[config.mk]
export PLATFORM = sky130hd
export DESIGN_NAME = longest_prefix_route_lookup_unit
export DESIGN_NICKNAME = d
export VERILOG_FILES = /design/src/design/lpr_pkg.sv /design/src/design/lpr_ram.sv /design/src/design/lpr_match.sv /design/src/design/longest_prefix_route_lookup_unit.sv
export SDC_FILE = /design/constraint.sdc
export NUM_CORES = 2
export LEC_CHECK = 0
export BUFFER_PORTS_ARGS = -buffer_cell sky130_fd_sc_hd__buf_2
export CAP_MARGIN = 20
export CORE_ASPECT_RATIO = 1.25
export CORE_MARGIN = 2
export CORE_UTILIZATION = 31
export CTS_BUF_LIST = sky130_fd_sc_hd__clkbuf_4 sky130_fd_sc_hd__clkbuf_8
export CTS_CLUSTER_DIAMETER = 120
export DETAILED_ROUTE_END_ITERATION = 12
export HOLD_SLACK_MARGIN = 0.03
export PLACE_DENSITY = 0.43
export SLEW_MARGIN = 30
export SYNTH_ARGS = -nofsm -noshare
export SYNTH_HDL_FRONTEND = slang
export SYNTH_HIERARCHICAL = 1
export SYNTH_SLANG_ARGS = --single-unit
[constraint.sdc]
create_clock -name clk_i -period 8.1 [get_ports clk_i]
set_input_delay 0.81 -clock clk_i [delete_from_list [all_inputs] [get_ports clk_i]]
set_output_delay 0.81 -clock clk_i [all_outputs]
set_load 0.01 [all_outputs]
[src/design/lpr_pkg.sv]
// Package for the longest-prefix route lookup block.
// Holds the table size, the action codes, the route entry record and the
// control/result structs shared by the lookup datapath and its sequencer.
package lpr_pkg;

  localparam int ROUTES = 16;
  localparam int PORTS  = 4;
  localparam int IDX_W  = (ROUTES > 1) ? $clog2(ROUTES) : 1;

  localparam logic ACT_WRITE  = 1'b0;
  localparam logic ACT_LOOKUP = 1'b1;

  // One stored route, as kept in the route RAM
  typedef struct packed {
    logic [31:0] gateway;
    logic [31:0] mask;
    logic [31:0] prefix;
    logic [1:0]  port;
  } entry_t;

  // Sequencer to compare unit
  typedef struct packed {
    logic             clear;
    logic             step;
    logic             in_use;
    logic [IDX_W-1:0] idx;
  } cmp_ctrl_t;

  // Best match held by the compare unit
  typedef struct packed {
    logic             found;
    logic [31:0]      gateway;
    logic [1:0]       port;
    logic [IDX_W-1:0] idx;
  } best_t;

endpackage

[src/design/lpr_ram.sv]
// Generic single-port-write, single-port-read RAM with registered read data.
// Standalone; used for the route entry store.
module lpr_ram #(
  parameter int WIDTH = 8,
  parameter int DEPTH = 16
) (
  input  logic                                    clk_i,
  input  logic                                    we_i,
  input  logic [((DEPTH > 1) ? $clog2(DEPTH) : 1)-1:0] waddr_i,
  input  logic [WIDTH-1:0]                        wdata_i,
  input  logic [((DEPTH > 1) ? $clog2(DEPTH) : 1)-1:0] raddr_i,
  output logic [WIDTH-1:0]                        rdata_o
);

  logic [WIDTH-1:0] mem_q [DEPTH];
  logic [WIDTH-1:0] rdata_q;

  // Write port
  always_ff @(posedge clk_i) begin
    if (we_i) begin
      mem_q[waddr_i] <= wdata_i;
    end
  end

  // Registered read port
  always_ff @(posedge clk_i) begin
    rdata_q <= mem_q[raddr_i];
  end

  assign rdata_o = rdata_q;

endmodule

[src/design/lpr_match.sv]
// Shared compare unit: tests one route entry per step against the address
// and keeps the best (longest mask, lowest index) match. Uses lpr_pkg.
module lpr_match (
  input  logic               clk_i,
  input  logic               rst_ni,
  input  lpr_pkg::cmp_ctrl_t ctrl_i,
  input  lpr_pkg::entry_t    entry_i,
  input  logic [31:0]        addr_i,
  output lpr_pkg::best_t     best_o
);

  logic                    found_q, found_d;
  logic [31:0]             mask_q, mask_d;
  logic [31:0]             gw_q, gw_d;
  logic [1:0]              port_q, port_d;
  logic [lpr_pkg::IDX_W-1:0] idx_q, idx_d;
  logic                    hit;
  logic                    better;

  // Masked compare and priority test
  assign hit    = ctrl_i.in_use &&
                  ((entry_i.prefix & entry_i.mask) == (addr_i & entry_i.mask));
  assign better = !found_q || (entry_i.mask > mask_q);

  always_comb begin
    found_d = found_q;
    mask_d  = mask_q;
    gw_d    = gw_q;
    port_d  = port_q;
    idx_d   = idx_q;
    if (ctrl_i.clear) begin
      found_d = 1'b0;
    end else if (ctrl_i.step && hit && better) begin
      found_d = 1'b1;
      mask_d  = entry_i.mask;
      gw_d    = entry_i.gateway;
      port_d  = entry_i.port;
      idx_d   = ctrl_i.idx;
    end
  end

  // Hold the found flag under reset; the payload follows it
  always_ff @(posedge clk_i or negedge rst_ni) begin
    if (!rst_ni) begin
      found_q <= 1'b0;
    end else begin
      found_q <= found_d;
    end
  end

  always_ff @(posedge clk_i) begin
    mask_q <= mask_d;
    gw_q   <= gw_d;
    port_q <= port_d;
    idx_q  <= idx_d;
  end

  assign best_o.found   = found_q;
  assign best_o.gateway = gw_q;
  assign best_o.port    = port_q;
  assign best_o.idx     = idx_q;

endmodule

[src/design/longest_prefix_route_lookup_unit.sv]
// Longest-prefix route lookup: the top level with the scan sequencer.
// Uses lpr_pkg, lpr_ram (route store) and lpr_match (compare unit).
//
// Usage:
//   Input channel (in_valid_i / in_ready_o) carries one item per handshake.
//   A write item (action 0) stores one route entry in the cycle it is
//   accepted and gives no result; writes with an index or port out of range
//   are dropped. A lookup item (action 1) reads the route RAM one entry per
//   cycle through the shared compare unit, then loads one result item into
//   the output register (out_valid_o / out_ready_i).
//   A lookup runs through the SCAN state, in which the single RAM read port
//   visits each entry once, then DRAIN, which waits out the registered read,
//   then LOAD, which loads the result into the output register.
//   In_ready_o is low while a lookup runs; one lookup is handled at a time.
//   A finished result waits in the output register; the next item may be
//   accepted meanwhile, and a further lookup holds in its final cycle until
//   the waiting result has been taken.
//   Reset marks every entry unused and empties the output register; entry
//   contents are undefined until written, and no clearing pass is needed.
module longest_prefix_route_lookup_unit (
  input  logic        clk_i,
  input  logic        rst_ni,
  input  logic        in_valid_i,
  output logic        in_ready_o,
  input  logic        action_i,
  input  logic [3:0]  entry_index_i,
  input  logic        entry_valid_i,
  input  logic [31:0] route_prefix_i,
  input  logic [31:0] route_netmask_i,
  input  logic [31:0] route_gateway_i,
  input  logic [1:0]  route_port_i,
  input  logic [31:0] lookup_address_i,
  output logic        out_valid_o,
  input  logic        out_ready_i,
  output logic        match_found_o,
  output logic [31:0] next_hop_address_o,
  output logic [1:0]  out_port_o,
  output logic [3:0]  matched_entry_o
);

  localparam int IDX_W = lpr_pkg::IDX_W;

  localparam logic [1:0] ST_IDLE  = 2'd0;
  localparam logic [1:0] ST_SCAN  = 2'd1;
  localparam logic [1:0] ST_DRAIN = 2'd2;
  localparam logic [1:0] ST_LOAD  = 2'd3;

  logic [1:0]       state_q, state_d;
  logic [IDX_W-1:0] cnt_q, cnt_d;
  logic [31:0]      addr_q;
  logic             rd_vld_q;
  logic             rd_use_q;
  logic [IDX_W-1:0] rd_idx_q;
  logic             in_use_q [lpr_pkg::ROUTES];

  logic             in_acc;
  logic             wr_en;
  logic             lookup_acc;
  logic [IDX_W-1:0] wr_addr;
  logic             out_free;
  logic             load_res;

  lpr_pkg::entry_t    wr_entry;
  lpr_pkg::entry_t    rd_entry;
  lpr_pkg::cmp_ctrl_t cmp_ctrl;
  lpr_pkg::best_t     best;

  logic             out_valid_q;
  logic             found_q;
  logic [31:0]      hop_q;
  logic [1:0]       port_q;
  logic [3:0]       entry_q;

  // Input handshake decode
  assign in_ready_o = (state_q == ST_IDLE);
  assign in_acc     = in_valid_i && in_ready_o;
  assign lookup_acc = in_acc && (action_i == lpr_pkg::ACT_LOOKUP);
  assign wr_en      = in_acc && (action_i == lpr_pkg::ACT_WRITE) &&
                      (32'(entry_index_i) < lpr_pkg::ROUTES) &&
                      (32'(route_port_i) < lpr_pkg::PORTS);
  assign wr_addr    = IDX_W'(entry_index_i);

  assign wr_entry.gateway = route_gateway_i;
  assign wr_entry.mask    = route_netmask_i;
  assign wr_entry.prefix  = route_prefix_i;
  assign wr_entry.port    = route_port_i;

  lpr_ram #(
    .WIDTH ($bits(lpr_pkg::entry_t)),
    .DEPTH (lpr_pkg::ROUTES)
  ) u_route_ram (
    .clk_i   (clk_i),
    .we_i    (wr_en),
    .waddr_i (wr_addr),
    .wdata_i (wr_entry),
    .raddr_i (cnt_q),
    .rdata_o (rd_entry)
  );

  // In-use marks, cleared by reset
  always_ff @(posedge clk_i or negedge rst_ni) begin
    if (!rst_ni) begin
      for (int i = 0; i < lpr_pkg::ROUTES; i++) begin
        in_use_q[i] <= 1'b0;
      end
    end else if (wr_en) begin
      in_use_q[wr_addr] <= entry_valid_i;
    end
  end

  // Output slot is free when empty or being emptied
  assign out_free = !out_valid_q || out_ready_i;
  assign load_res = (state_q == ST_LOAD) && out_free;

  // Scan sequencer
  always_comb begin
    state_d = state_q;
    cnt_d   = cnt_q;
    case (state_q)
      ST_IDLE: begin
        cnt_d = '0;
        if (lookup_acc) begin
          state_d = ST_SCAN;
        end
      end
      ST_SCAN: begin
        if (cnt_q == IDX_W'(lpr_pkg::ROUTES - 1)) begin
          state_d = ST_DRAIN;
        end else begin
          cnt_d = cnt_q + 1'b1;
        end
      end
      ST_DRAIN: begin
        state_d = ST_LOAD;
      end
      ST_LOAD: begin
        if (out_free) begin
          state_d = ST_IDLE;
        end
      end
      default: begin
        state_d = ST_IDLE;
      end
    endcase
  end

  always_ff @(posedge clk_i or negedge rst_ni) begin
    if (!rst_ni) begin
      state_q  <= ST_IDLE;
      cnt_q    <= '0;
      rd_vld_q <= 1'b0;
    end else begin
      state_q  <= state_d;
      cnt_q    <= cnt_d;
      rd_vld_q <= (state_q == ST_SCAN);
    end
  end

  // Track the entry whose read data arrives next cycle
  always_ff @(posedge clk_i) begin
    rd_idx_q <= cnt_q;
    rd_use_q <= in_use_q[cnt_q];
    if (lookup_acc) begin
      addr_q <= lookup_address_i;
    end
  end

  assign cmp_ctrl.clear  = lookup_acc;
  assign cmp_ctrl.step   = rd_vld_q;
  assign cmp_ctrl.in_use = rd_use_q;
  assign cmp_ctrl.idx    = rd_idx_q;

  lpr_match u_match (
    .clk_i   (clk_i),
    .rst_ni  (rst_ni),
    .ctrl_i  (cmp_ctrl),
    .entry_i (rd_entry),
    .addr_i  (addr_q),
    .best_o  (best)
  );

  // Output register
  always_ff @(posedge clk_i or negedge rst_ni) begin
    if (!rst_ni) begin
      out_valid_q <= 1'b0;
    end else if (load_res) begin
      out_valid_q <= 1'b1;
    end else if (out_ready_i) begin
      out_valid_q <= 1'b0;
    end
  end

  always_ff @(posedge clk_i) begin
    if (load_res) begin
      found_q <= best.found;
      if (!best.found) begin
        hop_q   <= '0;
        port_q  <= '0;
        entry_q <= '0;
      end else begin
        hop_q   <= (best.gateway != 32'd0) ? best.gateway : addr_q;
        port_q  <= best.port;
        entry_q <= 4'(best.idx);
      end
    end
  end

  assign out_valid_o        = out_valid_q;
  assign match_found_o      = found_q;
  assign next_hop_address_o = hop_q;
  assign out_port_o         = port_q;
  assign matched_entry_o    = entry_q;

`ifndef SYNTHESIS
  a_busy_after_lookup: assert property (@(posedge clk_i) disable iff (!rst_ni)
    lookup_acc |=> !in_ready_o)
    else $error("input taken during a lookup scan");

  a_result_loaded: assert property (@(posedge clk_i) disable iff (!rst_ni)
    load_res |=> out_valid_o)
    else $error("finished lookup did not present a result");

  a_miss_is_zero: assert property (@(posedge clk_i) disable iff (!rst_ni)
    (out_valid_o && !match_found_o) |->
      (out_port_o == 2'd0 && matched_entry_o == 4'd0 && next_hop_address_o == 32'd0))
    else $error("miss result carries non-zero fields");

  a_no_write_in_scan: assert property (@(posedge clk_i) disable iff (!rst_ni)
    (state_q != ST_IDLE) |-> !wr_en)
    else $error("route table written during a scan");
`endif

endmodule
Word-level counts from Yosys, hierarchy flattened --
Memory sizes are Yosys's and may differ from the RTL's. A register that Yosys moved wholly into a read port is not among the register bits. Cells that the tools add are included.
Storage, ports and cells: register bits 171, memory bits (writable) 1568, output and inout port bits 41, word-level logic and storage cells 92, memories kept 1
Cells by class: add/subtract/negate cells 1, order comparisons 4, equal/unequal tests 9, multiplexer cells 19, bitwise logic cells 6, reduce and logical (&&, ||, !) cells 20
Memory list:
- u_route_ram.mem_q | depth 16, bits a word 98, read ports 1, clocked after Yosys merged registers in 1, write ports 1, RTL line lpr_ram.sv:15 | logic [WIDTH-1:0] mem_q [DEPTH];
Operators by type and width (number):
- AND 32 bit | 2
- == test 32 bit | 1
- > comparator 32 bit | 1
- two-way mux 32 bit | 1
- nonzero test 32 bit | 1
- bitwise mux 16 bit | 1
- >= comparator 5 bit, second input constant | 2
- NOT 4 -> 5 bit | 2
- two-way mux 1 bit | 9
- logical AND 1 bit | 8
- case mux 2 bit (4 select lines) | 1
- case mux 4 bit (2 select lines) | 1
- two-way mux 2 bit | 3
- inequality test 2 bit, second input constant | 3
- nonzero test 2 bit | 3
- < comparator 5 x 1 -> 1 bit, second input constant | 1
- adder 4 x 1 -> 4 bit, second input constant | 1
- binary-select mux 1 bit (select 4 bit) | 1
- demux 1 bit (select 4 bit) | 1
- == test 2 bit, second input constant | 2
- == test 4 bit, second input constant | 1
- two-way mux 4 bit | 1
- AND reduction 2 bit | 2
- AND reduction 3 bit | 1
- 6 further kinds | 9

Logic depth before layout (Yosys ltp) --
depth after elaboration 7, depth in mapped cells 8, depth with buffers taken out 7

By module --
Netlist, hierarchy kept.
Modules (own cells, without submodules):
- lpr_ram | instances 1, cells an instance 2510, area each 60509.3 µm², seq. area each 49047.0 µm²
- longest_prefix_route_lookup_unit | instances 1, cells an instance 316, area each 4227.8 µm², seq. area each 2832.7 µm²
- lpr_match | instances 1, cells an instance 242, area each 3417.0 µm², seq. area each 2127.0 µm²

Worst setup path after synthesis --
No wires, ideal clock.
path type reg2reg, start register state_q[0], end memory u_route_ram/mem_q[0][0] in the netlist's numbering, enable pin, setup time 676 ps, data arrival time 8212 ps, data required time 7424 ps, slack -788 ps, stages on the path, launching flop included 8, path buffers 1, period minus slack after synthesis 8888 ps, path through dfrtp_1 -> inv_1 -> ha_1 -> buf_4 -> nand2_1 -> nor2_1 -> or3b_2 -> nor3_1
Between the ends: longest elaborated chain between the ends 5
RTL lines:
- from (decl) | RTL line longest_prefix_route_lookup_unit.sv:48 | logic [1:0] state_q, state_d;
- from (signal assigned) | RTL line longest_prefix_route_lookup_unit.sv:153 | state_q <= state_d;
- logical NOT 2 bit | RTL line longest_prefix_route_lookup_unit.sv:75 | assign in_ready_o = (state_q == ST_IDLE);
- net in_ready_o | RTL line longest_prefix_route_lookup_unit.sv:24 | output logic in_ready_o,
- logical AND 1 bit | RTL line longest_prefix_route_lookup_unit.sv:76 | assign in_acc = in_valid_i && in_ready_o;
- logical AND 1 bit | RTL line longest_prefix_route_lookup_unit.sv:78 | assign wr_en = in_acc && (action_i == lpr_pkg::ACT_WRITE) &&
- net wr_en | RTL line longest_prefix_route_lookup_unit.sv:57 | logic wr_en;
- two-way mux 1 bit | RTL line lpr_ram.sv:20 | if (we_i) begin
- two-way mux 1 bit (implied by the code) | RTL line lpr_ram.sv:21 | mem_q[waddr_i] <= wdata_i;
- to (decl) | RTL line lpr_ram.sv:15
The timed path passes the listed nets, and every way through them passes these cells.

Worst setup path after layout --
start register state_q[0], end memory u_route_ram/mem_q[1][65] in the netlist's numbering, enable pin
Between the ends: longest elaborated chain between the ends 5
RTL lines (RTL line):
- logical NOT 2 bit | longest_prefix_route_lookup_unit.sv:75
- logical AND 1 bit | longest_prefix_route_lookup_unit.sv:76
- logical AND 1 bit | longest_prefix_route_lookup_unit.sv:78
- net wr_en | longest_prefix_route_lookup_unit.sv:57
- two-way mux 1 bit | lpr_ram.sv:20
- two-way mux 1 bit (implied by the code) | lpr_ram.sv:21
The timed path passes the listed nets, and every way through them passes these cells.

==> impl_metrics.csv <==
group,metric,value,unit
power_and_ir_drop,p_int,17.30,mW
grt,grt_start_max_net_pins,99,
power_and_ir_drop,clock_power_share,34.2,%
drt,post_drt_wl_per_cell,28.82,um
worst_setup_path,cp_data_required_time,8720,ps
floorplan,fp.dieArea,223600,um^2
placed_design,pre_cts_slack,4050,ps
worst_setup_path,worstPathMaxFanout,43,
clocking,cts_buffers,323,
cells_and_area,layout-drive-gt1-share,31.57,%
worst_setup_path,r2r_start,"state_q[0]",
cells_and_area,stdcell_count,6665,
power_and_ir_drop,leakage,25.12,nW
placed_design,post-dp-hpwl,106.4,mm
drt,dr.first_iter.drc_count,2851,
sta,tightest_slew,1004,ps
logic_synthesis,synth_nets,3245,
drt,first_pass_iters,7,
logic_synthesis,synth_most_common_cell,"edfxtp_1",
logic_synthesis,synth_edf_count,1709,
placed_design,place_congestion,0.7661,
clocking,htree_levels,5,
floorplan,dieWidth,423.4,um
clocking,root_buffer,"clkbuf_8",
logic_synthesis,synth-main-ff-cell,"edfxtp_1",
clocking,clk_latency,1050,ps
sta,fin_ws,4051,ps
cells_and_area,layout.nets,3695,
worst_setup_path,crit_start,"state_q[0]",
floorplan,rows,192,
logic_synthesis,yosys.area.top_type_share,75.30,%
grt,grt_overflow,0,
worst_setup_path,crit_chain,"inv_1 > ha_1 > nand2_1 > nor2_1 > or3b_2 > nor2_4 > buf_4",
clocking,cts_num_sinks,1837,
worst_setup_path,endpoint,"u_route_ram/mem_q[1][65]",
drt,drt_drc_violations_left,0,
clocking,postCtsSetupBuffers,0,
grt,grt_pass1_vias,34760,
outcome,status,"finished clean",
sta,drv_slew,0,
power_and_ir_drop,p_sw_share,27.67,%
drt,route.vias.total,32860,
floorplan,initial_utilization,31.14,%
drt,via_per_inst,4.931,
power_and_ir_drop,p_switching,6.620,mW
logic_synthesis,synth_cell_types,51,
worst_setup_path,r2r_slack,4050,ps
grt,antenna_found_initial,48,
clocking,cts.repair.resized,0,
logic_synthesis,synth_common_cells,"edfxtp_1 (1,709), mux4_2 (393), a22oi_1 (210), nand2_1 (174), dfxtp_1 (103)",
worst_setup_path,worstReg2RegEnd,"u_route_ram/mem_q[1][65]",
worst_setup_path,criticalPathCategory,"reg -> reg",
worst_setup_path,cpPeakStageDelay,840,ps
logic_synthesis,synth_largest_area_cell,"edfxtp_1",
power_and_ir_drop,ir_worst_vdd,189.6,uV
sta,period_needed,4049,ps
sta,fin_crit_sh,49.99,%
sta,fmax,247.0,MHz
power_and_ir_drop,powerDensity,302.1,nW/um^2
grt,grt_use_total,17.10,%
logic_synthesis,avgSynthCellArea,22.21,um^2
sta,slew_headroom,33.04,%
drt,wirelength,192.1,mm
logic_synthesis,ys_ff_latch,1837,
hold_path,hp-class,"in -> reg",
worst_setup_path,arrival,4670,ps
power_and_ir_drop,power_frac_seq,47.9,%
floorplan,core,218900,um^2
grt,grt_pass1_wl,269.3,mm
worst_setup_path,ff2ff_path_depth,7,
logic_synthesis,syn-cell-area,68150,um^2
clocking,hold_buffers,30,
cells_and_area,syn_to_final_growth,16.19,%
worst_setup_path,cp_slowest_cell,"buf_4",
worst_setup_path,endpoint_kind,"flip-flop",
clocking,cts_tree,"done",
power_and_ir_drop,p_comb_share,17.9,%
floorplan,die_h,528.2,um
cells_and_area,final_util,36.18,%
sta,setup_violations,0,
logic_synthesis,async_flop_share,1.361,%
logic_synthesis,synth.area.top_cells,"edfxtp_1 (75%), mux4_2 (13%), dfxtp_1 (3.0%)",
flow_run,maxCapViolations,0,
logic_synthesis,netlist_instances,3068,
logic_synthesis,ys_seq_area_share,79.24,%
placed_design,io_buffers,180,
drt,ant_nets,0,
placed_design,place_inst,6073,
clocking,clkSlewWorstSetupHoldPaths,60,ps
worst_setup_path,crit_path_start_kind,"flip-flop",
cells_and_area,design_area,79190,um^2
sta,tns,0,ps
floorplan,io_pins,181,
sta,fin_skew,67.58,ps
cells_and_area,nFillCells,20190,
sta,final_hold_viol_count,0,
placed_design,dpl_cell_area,72810,um^2
clocking,clockBufferDepth,4,
logic_synthesis,synth_warnings,6,
sta,grt_setup_unrepaired,"false",
-- final cells by class --
cell class | count | area, um^2 | share of cell area (%)
diodes | 8 | 20.02 | 0.02528
clock buffers | 454 | 5535 | 6.990
clock inverters | 100 | 521.8 | 0.6589
inverters | 37 | 138.9 | 0.1754
multi-input cells | 1040 | 13420 | 16.95
flip-flops and latches | 1837 | 54020 | 68.21
well taps | 2910 | 3641 | 4.598
repair buffers | 279 | 1893 | 2.391
-- worst min path at each step --
stage | start | slack [ps] | endpoint | cells after the start
2_1_floorplan | u_route_ram/rdata_o[66] | 390 | u_match/gw_q[0] | 0
3_3_place_gp | u_route_ram/rdata_o[73] | 390 | u_match/gw_q[7] | 0
3_5_place_dp | u_route_ram/rdata_o[73] | 390 | u_match/gw_q[7] | 0
4_1_cts | lookup_address_i[31] | 30 | addr_q[31] | 1
5_1_grt | lookup_address_i[1] | 50 | addr_q[1] | 1
6_report | lookup_address_i[29] | 130 | addr_q[29] | 1
-- flip-flops by register name, summed over array words and instances (netlist names), 16 cells and up --
| register | cells |
|---|---|
| next_hop_address_o | 32 |
| u_route_ram/mem_q | 1568 |
| u_match/gw_q | 32 |
| u_route_ram/rdata_o | 98 |
| in_use_q | 16 |
| addr_q | 32 |
| u_match/mask_q | 32 |
-- power groups by stage --
stage | Combinational, mW | Clock, mW | Sequential (mW)
2_1_floorplan | 3.05 | 0 | 11.3
3_5_place_dp | 4.39 | 0 | 11.7
3_3_place_gp | 4.41 | 0 | 11.7
4_1_cts | 4.42 | 8.48 | 11.5
5_1_grt | 4.62 | 8.86 | 11.5
6_report | 4.28 | 8.19 | 11.5
-- stage by stage --
stage                     hold slack (ps)  power (mW)
after detailed placement            388.7       16.06
after CTS                           30.38       24.38
after global routing                53.01       24.98
final                               130.0       23.92
after global placement              386.0       16.08
after floorplan                     385.5       14.33
-- layout by cell type, fill, tap and decap left out, drive strengths merged, types with 8 or more instances in the layout --
| cell type | count |
|---|---|
| edfxtp | 1709 |
| clkbuf | 454 |
| mux4 | 397 |
| buf | 249 |
| a22oi | 211 |
| nand2 | 175 |
| dfxtp | 103 |
| clkinv | 88 |
| inv | 39 |
| ha | 37 |
| o31ai | 33 |
| xor2 | 33 |
| dlygate4sd3 | 30 |
| dfrtp | 25 |
| nor2 | 20 |
| mux2 | 18 |
| nand3 | 14 |
| a21oi | 12 |
| nor4 | 11 |
| nor3 | 11 |
| nand4 | 10 |
| nor2b | 9 |
| and2 | 9 |
| diode | 8 |
-- routing by layer --
layer	track usage, %	vias to the layer above	wire, um
met5	0	-	205
met4	6.524	34	6814
met3	3.537	340	9859
met2	28.34	918	95000
met1	22.06	17780	80200
li1	-	13790	-
-- critical path, delay by kind of cell, from the launching register on --
| family | cells | cell delay (ps) |
|---|---|---|
| adders and majority gates | 1 | 400 |
| buffers and inverters | 2 | 950 |
| DFF | 1 | 400 |
| and+or+nand+nor | 4 | 1830 |
-- cells by family (layout without fill, tap and decap cells) --
kind of cell             after synthesis  after routing  synth area share (%)
other                                  0              8                     0
AO/OA/AOI/OAI                        274            274                 3.002
adder cells (fa/ha/maj)               37             37                0.6793
flip-flops                          1837           1837                 79.24
XOR/XNOR                              33             33                0.4241
AND/OR/NAND/NOR                      280            280                 1.876
multiplexers                         416            416                 13.45
buffers and inverters                191            870                 1.324
Note: power is estimated with default switching activity, not from simulation.
